===== src/rtl/mbsp_pkg.sv =====
// Shared types and constants for the MIDI byte stream parser.
// No dependencies; every other file of the block but mbsp_if.sv imports this package.
package mbsp_pkg;

  localparam logic [1:0] PH_IDLE   = 2'd0;
  localparam logic [1:0] PH_FIRST  = 2'd1;
  localparam logic [1:0] PH_SECOND = 2'd2;
  localparam logic [1:0] PH_SYSEX  = 2'd3;

  localparam logic [2:0] EV_STATUS_ONLY = 3'd0;
  localparam logic [2:0] EV_ONE_DATA    = 3'd1;
  localparam logic [2:0] EV_TWO_DATA    = 3'd2;
  localparam logic [2:0] EV_SYSEX_OPEN  = 3'd3;
  localparam logic [2:0] EV_SYSEX_BYTE  = 3'd4;
  localparam logic [2:0] EV_SYSEX_CLOSE = 3'd5;

  localparam logic [7:0] ST_CHAN_LOW  = 8'h80;
  localparam logic [7:0] ST_CHAN_MID  = 8'hc0;
  localparam logic [7:0] ST_CHAN_HIGH = 8'he0;
  localparam logic [7:0] ST_SYSEX     = 8'hf0;
  localparam logic [7:0] ST_MTC_QF    = 8'hf1;
  localparam logic [7:0] ST_SONG_POS  = 8'hf2;
  localparam logic [7:0] ST_SONG_SEL  = 8'hf3;
  localparam logic [7:0] ST_EOX       = 8'hf7;

  typedef struct packed {
    logic [7:0] running_status;
    logic [1:0] parse_phase;
    logic [7:0] held_data;
  } parse_state_t;

  typedef struct packed {
    logic [2:0] event_kind;
    logic [7:0] status_byte;
    logic [7:0] first_data;
    logic [7:0] second_data;
  } midi_event_t;

  // Channel messages 80-BF and E0-EF carry two data bytes.
  function automatic logic chan_two(input logic [7:0] s);
    chan_two = (s >= ST_CHAN_LOW && s < ST_CHAN_MID) ||
               (s >= ST_CHAN_HIGH && s < ST_SYSEX);
  endfunction

endpackage


===== src/rtl/mbsp_if.sv =====
// Handshake channel interfaces for the MIDI byte stream parser.
// Depends on mbsp_pkg for nothing but shares its naming; one byte channel, one event channel.
interface mbsp_byte_if;
  logic       valid;
  logic       ready;
  logic [7:0] rx_byte;

  modport source (output valid, output rx_byte, input ready);
  modport sink   (input valid, input rx_byte, output ready);
endinterface

interface mbsp_event_if;
  logic       valid;
  logic       ready;
  logic [2:0] event_kind;
  logic [7:0] status_byte;
  logic [7:0] first_data;
  logic [7:0] second_data;

  modport source (output valid, output event_kind, output status_byte,
                  output first_data, output second_data, input ready);
  modport sink   (input valid, input event_kind, input status_byte,
                  input first_data, input second_data, output ready);
endinterface


===== src/rtl/mbsp_step.sv =====
// Parse rule for one received byte: next parser state and the event it yields.
// Depends on mbsp_pkg for the state and event types and the status codes.
module mbsp_step
  import mbsp_pkg::*;
(
  input  parse_state_t cur,
  input  logic [7:0]   rx_byte,
  output parse_state_t nxt,
  output logic         res_valid,
  output midi_event_t  res
);

  always_comb begin
    nxt       = cur;
    res_valid = 1'b0;
    res       = '0;
    case (cur.parse_phase)
      PH_FIRST: begin
        if (chan_two(cur.running_status) || cur.running_status == ST_SONG_POS) begin
          nxt.held_data   = rx_byte;
          nxt.parse_phase = PH_SECOND;
        end else begin
          nxt.parse_phase = PH_IDLE;
          res_valid       = 1'b1;
          res.event_kind  = EV_ONE_DATA;
          res.status_byte = cur.running_status;
          res.first_data  = rx_byte;
        end
      end
      PH_SECOND: begin
        nxt.parse_phase = PH_IDLE;
        res_valid       = 1'b1;
        res.event_kind  = EV_TWO_DATA;
        res.status_byte = cur.running_status;
        res.first_data  = cur.held_data;
        res.second_data = rx_byte;
      end
      PH_SYSEX: begin
        res_valid = 1'b1;
        if (rx_byte == ST_EOX) begin
          nxt.parse_phase = PH_IDLE;
          res.event_kind  = EV_SYSEX_CLOSE;
          res.status_byte = ST_EOX;
        end else begin
          res.event_kind  = EV_SYSEX_BYTE;
          res.status_byte = ST_SYSEX;
          res.first_data  = rx_byte;
        end
      end
      default: begin
        if (!rx_byte[7]) begin
          // A data byte outside a message reuses the running status.
          if (chan_two(cur.running_status)) begin
            nxt.held_data   = rx_byte;
            nxt.parse_phase = PH_SECOND;
          end else begin
            res_valid       = 1'b1;
            res.event_kind  = EV_ONE_DATA;
            res.status_byte = cur.running_status;
            res.first_data  = rx_byte;
          end
        end else begin
          nxt.running_status = rx_byte;
          if (rx_byte < ST_SYSEX || rx_byte == ST_MTC_QF || rx_byte == ST_SONG_POS ||
              rx_byte == ST_SONG_SEL) begin
            nxt.parse_phase = PH_FIRST;
          end else if (rx_byte == ST_SYSEX) begin
            nxt.parse_phase = PH_SYSEX;
            res_valid       = 1'b1;
            res.event_kind  = EV_SYSEX_OPEN;
            res.status_byte = ST_SYSEX;
          end else begin
            res_valid       = 1'b1;
            res.event_kind  = EV_STATUS_ONLY;
            res.status_byte = rx_byte;
          end
        end
      end
    endcase
  end

endmodule


===== src/rtl/midi_byte_stream_parser_top.sv =====
// Top level of the MIDI byte stream parser: parser state, output register, checks.
// Depends on mbsp_pkg, mbsp_if.sv (channel interfaces) and mbsp_step.
//
//   channel | direction | payload
//   rx      | sink      | rx_byte (8 bits)
//   evt     | source    | event_kind (3), status_byte, first_data, second_data (8 each)
//
// One byte is taken per cycle; its event, if any, appears on evt the next cycle.
// The single output register sets the rate: rx is ready whenever that register is
// empty or is being emptied in the same cycle, so a stall on evt stops rx at once.
// Synchronous reset clears the running status, the phase, the held byte and evt.valid.
module midi_byte_stream_parser_top
  import mbsp_pkg::*;
(
  input  logic  clk,
  input  logic  rst,
  mbsp_byte_if.sink    rx,
  mbsp_event_if.source evt
);

  parse_state_t state;
  parse_state_t state_next;
  logic         res_valid;
  midi_event_t  res;
  logic         out_valid;
  midi_event_t  out_event;
  logic         rx_xfer;

  mbsp_step u_step (
    .cur       (state),
    .rx_byte   (rx.rx_byte),
    .nxt       (state_next),
    .res_valid (res_valid),
    .res       (res)
  );

  assign rx.ready = !out_valid || evt.ready;
  assign rx_xfer  = rx.valid && rx.ready;

  always_ff @(posedge clk) begin
    if (rst) begin
      state <= '0;
    end else if (rx_xfer) begin
      state <= state_next;
    end
  end

  always_ff @(posedge clk) begin
    if (rst) begin
      out_valid <= 1'b0;
    end else if (rx_xfer) begin
      out_valid <= res_valid;
    end else if (evt.ready) begin
      out_valid <= 1'b0;
    end
  end

  always_ff @(posedge clk) begin
    if (rx_xfer && res_valid) begin
      out_event <= res;
    end
  end

  assign evt.valid       = out_valid;
  assign evt.event_kind  = out_event.event_kind;
  assign evt.status_byte = out_event.status_byte;
  assign evt.first_data  = out_event.first_data;
  assign evt.second_data = out_event.second_data;

  // Awaiting a second data byte only under a status that takes two.
  a_second_status: assert property (@(posedge clk) disable iff (rst)
    state.parse_phase == PH_SECOND |->
      (chan_two(state.running_status) || state.running_status == ST_SONG_POS))
    else $error("second-data phase under a one-data running status");

  // Inside system exclusive the running status stays F0.
  a_sysex_status: assert property (@(posedge clk) disable iff (rst)
    state.parse_phase == PH_SYSEX |-> state.running_status == ST_SYSEX)
    else $error("sysex phase without F0 running status");

  // The first-data phase follows only a status that takes data.
  a_first_status: assert property (@(posedge clk) disable iff (rst)
    state.parse_phase == PH_FIRST |->
      (state.running_status[7] && (state.running_status < ST_SYSEX ||
       state.running_status == ST_MTC_QF || state.running_status == ST_SONG_POS ||
       state.running_status == ST_SONG_SEL)))
    else $error("first-data phase under a status that takes no data");

  // A byte taken while awaiting second data always completes a two-data event.
  a_two_data_out: assert property (@(posedge clk) disable iff (rst)
    (rx_xfer && state.parse_phase == PH_SECOND) |=>
      (evt.valid && evt.event_kind == EV_TWO_DATA))
    else $error("second data byte did not produce a two-data event");

endmodule


===== src/flat_wrapper.sv =====
// flat-port wrapper written by rule: the top's interface ports become plain ports
module midi_byte_stream_parser_top_flat import mbsp_pkg::*;
  (clk, rst, rx_valid, rx_rx_byte, rx_ready, evt_valid, evt_event_kind, evt_status_byte, evt_first_data, evt_second_data, evt_ready);
  mbsp_byte_if rx_i ();
  mbsp_event_if evt_i ();
  input  logic clk;
  input  logic rst;
  input wire logic [$bits(rx_i.valid)-1:0] rx_valid;
  input wire logic [$bits(rx_i.rx_byte)-1:0] rx_rx_byte;
  output wire logic [$bits(rx_i.ready)-1:0] rx_ready;
  output wire logic [$bits(evt_i.valid)-1:0] evt_valid;
  output wire logic [$bits(evt_i.event_kind)-1:0] evt_event_kind;
  output wire logic [$bits(evt_i.status_byte)-1:0] evt_status_byte;
  output wire logic [$bits(evt_i.first_data)-1:0] evt_first_data;
  output wire logic [$bits(evt_i.second_data)-1:0] evt_second_data;
  input wire logic [$bits(evt_i.ready)-1:0] evt_ready;
  assign rx_i.valid = rx_valid;
  assign rx_i.rx_byte = rx_rx_byte;
  assign rx_ready = rx_i.ready;
  assign evt_valid = evt_i.valid;
  assign evt_event_kind = evt_i.event_kind;
  assign evt_status_byte = evt_i.status_byte;
  assign evt_first_data = evt_i.first_data;
  assign evt_second_data = evt_i.second_data;
  assign evt_i.ready = evt_ready;
  midi_byte_stream_parser_top u_core (.clk(clk), .rst(rst), .rx(rx_i), .evt(evt_i));
endmodule

===== config.mk =====
export PLATFORM = sky130hd
export DESIGN_NAME = midi_byte_stream_parser_top_flat
export DESIGN_NICKNAME = d
export VERILOG_FILES = /design/src/rtl/mbsp_pkg.sv /design/src/rtl/mbsp_if.sv /design/src/rtl/mbsp_step.sv /design/src/rtl/midi_byte_stream_parser_top.sv /design/src/flat_wrapper.sv
export SDC_FILE = /design/constraint.sdc
export NUM_CORES = 1
export LEC_CHECK = 0
export BUFFER_PORTS_ARGS = -buffer_cell sky130_fd_sc_hd__buf_2
export CAP_MARGIN = 20
export CELL_PAD_IN_SITES_DETAIL_PLACEMENT = 2
export CELL_PAD_IN_SITES_GLOBAL_PLACEMENT = 2
export CORE_MARGIN = 2
export CORE_UTILIZATION = 25
export DETAILED_ROUTE_END_ITERATION = 10
export PLACE_DENSITY_LB_ADDON = 0.1
export SYNTH_ARGS = -nofsm -noshare
export SYNTH_HDL_FRONTEND = slang
export SYNTH_SLANG_ARGS = --single-unit

===== constraint.sdc =====
create_clock -name clk -period 3.2 [get_ports clk]
set_input_delay 0.16 -clock clk [delete_from_list [all_inputs] [get_ports clk]]
set_output_delay 0.16 -clock clk [all_outputs]
set_load 0.1 [all_outputs]

==> results of run 1 <==
## cell families (layout without fill, tap and decap cells)
kind of cell,count (synthesis),in the layout,share of synthesized area
buffers and inverters,16,57,0.03145
multiplexers,16,16,0.07455
flip-flops,46,46,0.5545
AND/OR/NAND/NOR,58,58,0.1567
adder cells (fa/ha/maj),4,4,0.02330
AO/OA/AOI/OAI,42,42,0.1596
## power breakdown
group,switching [µW],internal (µW)
logic,479,110
clock network,202,233
registers,21.6,696
total,702,1040
## cell usage after synthesis, types with 2 or more instances
| master | count |
|---|---|
| a21o_1 | 4 |
| a21oi_1 | 5 |
| a22o_1 | 6 |
| a31oi_1 | 6 |
| a32o_1 | 2 |
| and2_1 | 7 |
| and2_2 | 2 |
| and3_1 | 2 |
| and4b_1 | 2 |
| buf_4 | 2 |
| clkbuf_1 | 5 |
| dfxtp_1 | 19 |
| edfxtp_1 | 27 |
| ha_1 | 4 |
| inv_1 | 8 |
| mux2i_1 | 16 |
| nand2_1 | 7 |
| nand2b_1 | 2 |
| nand3_1 | 5 |
| nand3_2 | 2 |
| nor2_1 | 20 |
| nor2b_1 | 2 |
| o21ai_0 | 4 |
| o2bb2ai_1 | 3 |
## routing by layer
metal	GRT usage	part of all wire
met1	0.1882	0.46
met2	0.2441	0.50
met3	0.02312	0.029
met4	0.04442	0.015
met5	0	0
## sequential cells by signal, indices dropped and copies added (netlist names)
register                flops
u_core.state               18
u_core.evt.first_data       8
u_core.evt.second_data      8
u_core.evt.status_byte      8
u_core.evt.event_kind       3
u_core.evt.valid            1
## worst max path at each step
stage                     cells past startpoint  slack [ps]                         to              from
after floorplan                               3          80   u_core.evt.event_kind[0]  u_core.evt.valid
after global placement                        6         540  u_core.evt.second_data[4]   u_core.state[8]
after detailed placement                      7         590  u_core.evt.second_data[4]   u_core.state[8]
after CTS                                     7         560  u_core.evt.second_data[3]   u_core.state[8]
after global routing                          7         380   u_core.evt.first_data[1]   u_core.state[8]
final                                         7         590   u_core.evt.first_data[4]   u_core.state[8]
## metrics by stage
| step | power, µW | cell area [µm²] | worst slack (ps) | util | hold slack (ps) |
|---|---|---|---|---|---|
| after floorplan | 1193 | 2148 | 79.95 | - | 303.9 |
| after global placement | 1302 | 2442 | 538.2 | 0.2958 | 446.3 |
| after detailed placement | 1326 | 2470 | 591.3 | 0.2991 | 436.6 |
| after CTS | 1764 | 2580 | 563.2 | 0.3124 | 132.5 |
| after global routing | 1812 | 2580 | 378.7 | 0.3124 | 158.7 |
| final | 1741 | 2580 | 589.3 | 0.3124 | 134.4 |
## area by class of cell
| type | instances | area [µm²] |
|---|---|---|
| inverter | 8 | 30.03 |
| multi-input combinational | 120 | 889.6 |
| clock inverter | 2 | 37.54 |
| tap | 105 | 131.4 |
| clock buffer | 6 | 72.57 |
| fill | 920 | 5678 |
| sequential | 46 | 1191 |
| timing repair buffer | 41 | 227.7 |
==> run_results.csv, run 1 <==
group,metric,value,unit
place,gp_congestion,0.8358,
synth,syn_inst,182,
synth,synth_area_leaders,"edfxtp_1, dfxtp_1, mux2i_1",
synth,ys_warn_count,0,
detailed_routing,routed_wirelength,6446,µm
worst_hold_path,hold_depth,2,
setup_path,crit_path_max_fanout,17,
floorplan,dieArea,0.009351,mm²
synth,ys_seq_area_frac,0.5545,
clocking,cts_tree,"yes",
place,dp_hpwl,4831,µm
global_route,antenna_found_initial,0,
global_route,grt_start_max_net_pins,22,
timing,skew,8.598,ps
detailed_routing,avgViaCountPerCell,4.979,
synth,ys_seq_elements,46,
setup_path,slowest_stage,"ha_1",
cells_and_area,final_nets,238,
global_route,overflow,0,
setup_path,r2r-start,"u_core.state[8]",
cells_and_area,finalNonFillerCells,328,
detailed_routing,route.detailed.drc,0,
floorplan,num_rows,33,
synth,synth_fp_nets,198,
setup_path,cp_common_cell,"inv_1",
clocking,clock-sinks,46,
pwr,p_leak,0.001056,µW
global_route,grt_pass1_vias,1833,
setup_path,crit_path_max_incr_delay,490,ps
timing,hold_viol_final,0,
run,cap_violations,0,
global_route,grt_pass1_wl,10560,µm
place,io_buffers,40,
clocking,clockBufferDepth,2,
timing,fmax,0.3830,GHz
worst_hold_path,holdPathEnd,"u_core.evt.valid",
timing,min_period_over_period,0.8158,
clocking,worstSkewPairLatency,300,ps
pwr,vdd_drop_max,136.8,µV
clocking,cts-resized-gates,0,
floorplan,initial_core_util,0.2602,
timing,setup_violations,0,
clocking,numCtsBuffers,5,
timing,rsz0062_at_grt,"false",
synth,synth_top_area_share,0.3774,
floorplan,ios,41,
setup_path,r2r_slack,590,ps
cells_and_area,diodes,0,
setup_path,end_kind,"register",
timing,period_needed,2611,ps
floorplan,die_w,96.70,µm
cells_and_area,synthToLayoutAreaGrowth,20.09,%
floorplan,core,0.008258,mm²
setup_path,cp_cell_sequence,"inv_1 > ha_1 > inv_1 > a21oi_1 > nand2_1 > and3_1 > buf_16",
cells_and_area,most-common-layout-cells,"buf_2, edfxtp_1, nor2_1, dfxtp_1, mux2i_1",
detailed_routing,antenna_left,0,
synth,ys_types,44,
cells_and_area,final_layout_size_suffix_gt1_frac,0.2825,
setup_path,path_buf_inv,3,
setup_path,r2r_cells,7,
setup_path,startpoint_type,"register",
synth,synth_flop_cell,"edfxtp_1",
detailed_routing,drtIter0Drc,88,
setup_path,cp.arrival,2680,ps
detailed_routing,wire_per_inst,19.65,µm
timing,slew_viol_final,0,
setup_path,rr_endpoint,"u_core.evt.first_data[4]",
synth,syn_area,0.002148,mm²
cells_and_area,layout_commonest_cell,"buf_2",
outcome,status,"finished clean",
detailed_routing,first_pass_iters,4,
clocking,root_buffer,"clkbuf_8",
pwr,power.density,674.9,mW/mm²
place,dpl.cell_count,320,
synth,synth_edf_count,27,
detailed_routing,dr_total_vias,1633,
timing,maxSlewHeadroom,0.4744,
global_route,grt_use_total,0.1440,
synth,async_reset_ff_frac,0,
clocking,post-cts-setup-buffers,0,
clocking,htreeDepth,2,
floorplan,die_y,96.70,µm
setup_path,worstSetupPathType,"register to register",
timing,tns,0,ps
clocking,hold_buffers,0,
clocking,clkSlewWorstSetupHoldPaths,90,ps
setup_path,cp_top_family,"buffers and inverters",
timing,tightest_slew,786.8,ps
setup_path,required,3270,ps
worst_hold_path,hold_path.startpoint,"rx_valid",
synth,syn_avg_cell_area,11.80,µm²
worst_hold_path,hold_path_class,"primary input to register",
synth,synth_top_area_cell,"edfxtp_1",
(Power assumes the default switching activity.)
==> run 2: changes to the inputs <==
Settings changed: ABC_AREA set to 1.
Clock period 3.2 ns to 2.18 ns, I/O delays scaled along.
==> run 2 against run 1 <==
Via count increased by 29%. Largest power group is now combinational cells. Area after synthesis up 6.5%. Critical endpoint is now u_core.state[14]. Non-clock buffer count is 11 higher.
==> run_results.csv, run 2 <==
group,metric,value,unit
timing,maxSlewHeadroom,0.6741,
timing,fmax,0.5268,GHz
timing,setup_violations,0,
detailed_routing,antenna_left,0,
synth,syn_avg_cell_area,7.997,µm²
synth,yosys-top-cells-count,"nand2_1, inv_1, a21oi_1, edfxtp_1, nand3_1",
timing,hold_viol_final,0,
worst_hold_path,hold_depth,4,
setup_path,required,2360,ps
pwr,p_leak,0.001249,µW
clocking,root_buffer,"clkbuf_8",
synth,synth_area_leaders,"edfxtp_1, nand2_1, dfxtp_1",
clocking,hold_buffers,0,
synth,synth_fp_nets,302,
pwr,power.switching,1254,µW
floorplan,core,0.008806,mm²
synth,synth_top_area_cell,"edfxtp_1",
cells_and_area,regMostFlops,"u_core.state",
synth,synth_top_area_share,0.3545,
clocking,clockBufferDepth,2,
timing,tns,0,ps
global_route,grt_pass1_wl,12320,µm
detailed_routing,drtIter0Drc,34,
synth,ys_types,25,
detailed_routing,avgViaCountPerCell,4.743,
cells_and_area,final_nets,351,
synth,async_reset_ff_frac,0,
pwr,pwr-share-seq,0.400,
timing,rsz0062_at_grt,"false",
outcome,status,"finished clean",
clocking,numCtsBuffers,5,
clocking,clkSlewWorstSetupHoldPaths,90,ps
worst_hold_path,hold_path.startpoint,"evt_ready",
clocking,htreeDepth,2,
detailed_routing,dr_total_vias,2106,
global_route,grtUsageMet1,0.2130,
cells_and_area,largest_reg_flops,18,
timing,tightest_slew,492.2,ps
pwr,combPwrFrac,0.404,
synth,ys_seq_area_frac,0.5208,
detailed_routing,routed_wirelength,7481,µm
worst_hold_path,hold_path_class,"primary input to register",
clocking,cts-resized-gates,0,
floorplan,initial_core_util,0.2597,
global_route,met2_usage,0.2791,
cells_and_area,final_layout_size_suffix_gt1_frac,0.2024,
cells_and_area,layout_commonest_cell,"nand2_1",
floorplan,ios,41,
clocking,cts_tree,"yes",
cells_and_area,most-common-layout-cells,"nand2_1, buf_2, inv_1, a21oi_1, edfxtp_1",
pwr,swShare,0.4599,
global_route,gr-usage-met3,0.02319,
cells_and_area,design_area,0.002756,mm²
setup_path,cp.arrival,2080,ps
synth,synth.most_common_cell,"nand2_1",
clocking,worstSkewPairLatency,300,ps
detailed_routing,wire_per_inst,16.85,µm
clocking,clock-sinks,46,
floorplan,num_rows,34,
setup_path,startpoint_type,"register",
synth,ys_seq_elements,46,
timing,period_needed,1898,ps
cells_and_area,n_fill_cell,1044,
pwr,vdd_drop_max,269.5,µV
global_route,overflow,0,
cells_and_area,multi_input_area,924.6,µm²
pwr,power.density,988.9,mW/mm²
synth,synth_edf_count,27,
worst_hold_path,holdPathEnd,"u_core.evt.valid",
floorplan,dieArea,0.009930,mm²
place,io_buffers,40,
place,gp_congestion,0.7587,
setup_path,worstSetupPathType,"register to register",
global_route,antenna_found_initial,0,
global_route,grt-busiest-layer,"met2",
global_route,grt_start_max_net_pins,20,
setup_path,rr_endpoint,"u_core.state[14]",
setup_path,r2r_slack,280,ps
timing,min_period_over_period,0.8708,
setup_path,r2r_cells,8,
setup_path,end_kind,"register",
run,cap_violations,0,
timing,slew_viol_final,0,
synth,syn_inst,286,
detailed_routing,first_pass_iters,4,
global_route,grt_pass1_vias,2299,
place,dp_hpwl,5695,µm
setup_path,crit_path_max_fanout,14,
synth,synth_flop_cell,"edfxtp_1",
pwr,clkPwrFrac,0.196,
synth,ys_warn_count,0,
cells_and_area,synthToLayoutAreaGrowth,20.51,%
clocking,post-cts-setup-buffers,0,
synth,syn_area,0.002287,mm²
cells_and_area,diodes,0,
global_route,grt_use_total,0.1614,
pwr,intPower,1472,µW
place,dpl_cell_area,0.002670,mm²
detailed_routing,route.detailed.drc,0,
cells_and_area,ff_latch_area,0.001192,mm²
timing,skew,6.939,ps
floorplan,die_y,99.65,µm
setup_path,r2r-start,"u_core.state[8]",
floorplan,die_w,99.65,µm
[run 2: cell types whose count changed in the layout (fill, tap and decap cells not counted), sizes merged, moves of 5 or more]
cell	before	now
a22o	6	0
nand3	7	21
buf	41	52
inv	8	32
o21ai	5	10
nor2	21	16
a21o	5	0
a21oi	6	28
nand2	7	104
and2	9	0
a31oi	7	1
mux2i	16	0
[run 2: logic make-up after synthesis]
group,Yosys count,share of synthesized area
simple gates,145,0.2593
buf+inv,43,0.07822
compound gates,48,0.1198
flops,46,0.5208
fa+ha+maj,4,0.02188
[run 2: worst max-delay path by stage]
stage	slack, ps	endpoint	from	depth (start not counted)
2_1_floorplan	90	u_core.evt.event_kind[0]	u_core.evt.valid	5
3_3_place_gp	250	u_core.state[14]	u_core.state[9]	8
3_5_place_dp	220	u_core.state[14]	u_core.state[8]	8
4_1_cts	220	u_core.state[14]	u_core.state[8]	8
5_1_grt	80	u_core.state[14]	u_core.state[8]	8
6_report	280	u_core.state[14]	u_core.state[8]	8
[run 2: layer usage]
layer	wire [µm]	up-vias	share of wire
li1	-	1029	-
met1	3597	1038	0.48
met2	3621	34	0.48
met3	203	5	0.027
met4	58	0	0.0078
met5	0	-	0
[run 2: final cells by class]
cell class | count | area share
multi-input combinational | 197 | 0.3355
timing repair buffer | 52 | 0.1053
clock inverter | 2 | 0.004993
clock buffer | 6 | 0.02633
tap | 108 | 0.04902
inverter | 33 | 0.04630
sequential | 46 | 0.4326
[run 2: power by group through the flow]
stage	Clock [µW]	Sequential [µW]	Combinational, µW
floorplan	0	1630	334
global placement	0	1110	1110
detailed placement	0	1110	1120
CTS	555	1090	1120
global route	582	1100	1180
finish	535	1090	1100
[run 2: worst max-delay path: stages (launching register included)]
cell	delay, ps
dfxtp_1	340
inv_1	110
ha_1	210
buf_4	230
nand2_1	70
inv_1	120
nand2_1	300
o21ai_0	320
a21oi_1	60
[run 2: metrics by stage]
stage	hold slack [ps]	total power, µW	cells	setup WS [ps]	util
4_1_cts	130.1	2768	444	217.1	0.3130
2_1_floorplan	178.1	1965	286	92.82	-
5_1_grt	148.7	2870	444	76.15	0.3130
3_5_place_dp	451.7	2231	436	221.3	0.3032
3_3_place_gp	441.7	2212	436	250.7	0.3032
6_report	132.3	2726	444	281.7	0.3130
==> run 3: changes to the inputs <==
Settings changed: CELL_PAD_IN_SITES_DETAIL_PLACEMENT 2 to 0, CELL_PAD_IN_SITES_GLOBAL_PLACEMENT 2 to 1.
==> run 3 against run 2 <==
Clock skew increased by 2.4 ps. Combinational power hardly changed. Cell count fell by 0.23%. Global-route usage down 2.4 points. Utilization grew 0.23 points. Flip-flop and latch count did not move. Sequential power about the same. Setup slack gained 23 ps. Cell area up 0.73%. Via count fell by 6.6%. Die area unchanged.
==> run_results.csv, run 3 (synthesis results as in run 2) <==
group,metric,value,unit
outcome,status,"finished clean",
clocking,clock-sinks,46,
floorplan,initial_core_util,0.2597,
timing,maxSlewHeadroom,0.6761,
pwr,power.density,1016,mW/mm²
place,dp_hpwl,4518,µm
setup_path,cp.arrival,2060,ps
detailed_routing,avgViaCountPerCell,4.442,
cells_and_area,synthToLayoutAreaGrowth,21.39,%
detailed_routing,antenna_left,0,
pwr,p_leak,0.001248,µW
cells_and_area,regMostFlops,"u_core.state",
timing,fmax,0.5332,GHz
cells_and_area,largest_reg_flops,18,
detailed_routing,route.detailed.drc,0,
clocking,numCtsBuffers,5,
floorplan,core,0.008806,mm²
cells_and_area,most-common-layout-cells,"nand2_1, buf_2, inv_1, a21oi_1, edfxtp_1",
timing,skew,9.326,ps
floorplan,dieArea,0.009930,mm²
place,io_buffers,40,
cells_and_area,final_util,0.3153,
clocking,post-cts-setup-buffers,0,
clocking,hold_buffers,0,
setup_path,crit_path_max_fanout,20,
global_route,grt_use_total,0.1375,
pwr,vdd_drop_max,351.2,µV
cells_and_area,final_nets,350,
setup_path,end_kind,"register",
cells_and_area,n_fill_cell,932,
timing,hold_viol_final,0,
floorplan,die_w,99.65,µm
detailed_routing,dr_total_vias,1968,
detailed_routing,drtIter0Drc,96,
global_route,overflow,0,
timing,tns,0,ps
clocking,cts_tree,"yes",
timing,rsz0062_at_grt,"false",
global_route,antenna_found_initial,0,
detailed_routing,routed_wirelength,6332,µm
place,gp_congestion,0.8174,
timing,whs,113.5,ps
place,dpl_cell_area,0.002663,mm²
setup_path,worstSetupPathType,"register to register",
timing,tightest_slew,489.2,ps
clocking,cts-resized-gates,0,
run,cap_violations,0,
detailed_routing,first_pass_iters,4,
timing,setup_violations,0,
global_route,grt_start_max_net_pins,28,
setup_path,startpoint_type,"register",
floorplan,die_y,99.65,µm
worst_hold_path,hold_path_class,"primary input to register",
cells_and_area,diodes,0,
cells_and_area,layout_commonest_cell,"nand2_1",
clocking,clockBufferDepth,2,
cells_and_area,design_area,0.002776,mm²
timing,min_period_over_period,0.8603,
clocking,root_buffer,"clkbuf_8",
timing,period_needed,1875,ps
pwr,total_power,2821,µW
timing,slew_viol_final,0,
clocking,clkSlewWorstSetupHoldPaths,90,ps
clocking,htreeDepth,2,
global_route,grt_pass1_wl,10460,µm
detailed_routing,wire_per_inst,14.29,µm
global_route,grt_pass1_vias,2005,
floorplan,num_rows,34,
setup_path,required,2370,ps
cells_and_area,final_layout_size_suffix_gt1_frac,0.2030,
floorplan,ios,41,
clocking,worstSkewPairLatency,310,ps
## run 3: layout make-up
cell class | count | area, µm² | area share
well taps | 108 | 135.1 | 0.04867
repair buffers | 51 | 282.8 | 0.1018
multi-input cells | 197 | 924.6 | 0.3330
clock inverters | 3 | 45.04 | 0.01622
inverters | 33 | 127.6 | 0.04597
flip-flops and latches | 46 | 1192 | 0.4295
clock buffers | 5 | 68.82 | 0.02479
## run 3: critical path, cell delays in order (launching register included)
cell and delay, ps:
dfxtp_1 350, inv_1 110, ha_1 210, buf_4 290, nand2_1 80, inv_1 110, nand2_1 260, o21ai_0 280
a21oi_1 60
## run 3: worst paths after layout
kind                       to  cells past startpoint            start  slack, ps
min          u_core.evt.valid                      4        evt_ready        110
max          u_core.state[14]                      8  u_core.state[8]        300
min reg2reg   u_core.state[2]                      2  u_core.state[2]        470
max reg2reg  u_core.state[14]                      8  u_core.state[8]        300
## run 3: where the power goes
part | switching (µW) | leakage, µW | total [µW] | internal (µW)
registers | 33.6 | 0.000415 | 1080 | 1050
logic | 885 | 0.000783 | 1080 | 190
clock network | 320 | 0.0000504 | 662 | 342
total | 1240 | 0.00125 | 2820 | 1580
## run 3: per-layer routing
| layer | track usage | routed length (µm) | part of all wire |
|---|---|---|---|
| met5 | 0 | 0 | 0 |
| met4 | 0.04004 | 63 | 0.0099 |
| met3 | 0.03022 | 289 | 0.046 |
| met2 | 0.2214 | 2942 | 0.46 |
| met1 | 0.1855 | 3035 | 0.48 |
## run 3: per-stage QoR
stage / std cells / setup WS (ps)
2_1_floorplan: 286 / 92.82
3_3_place_gp: 435 / 274.0
3_5_place_dp: 435 / 303.6
4_1_cts: 443 / 291.7
5_1_grt: 443 / 82.10
6_report: 443 / 304.6
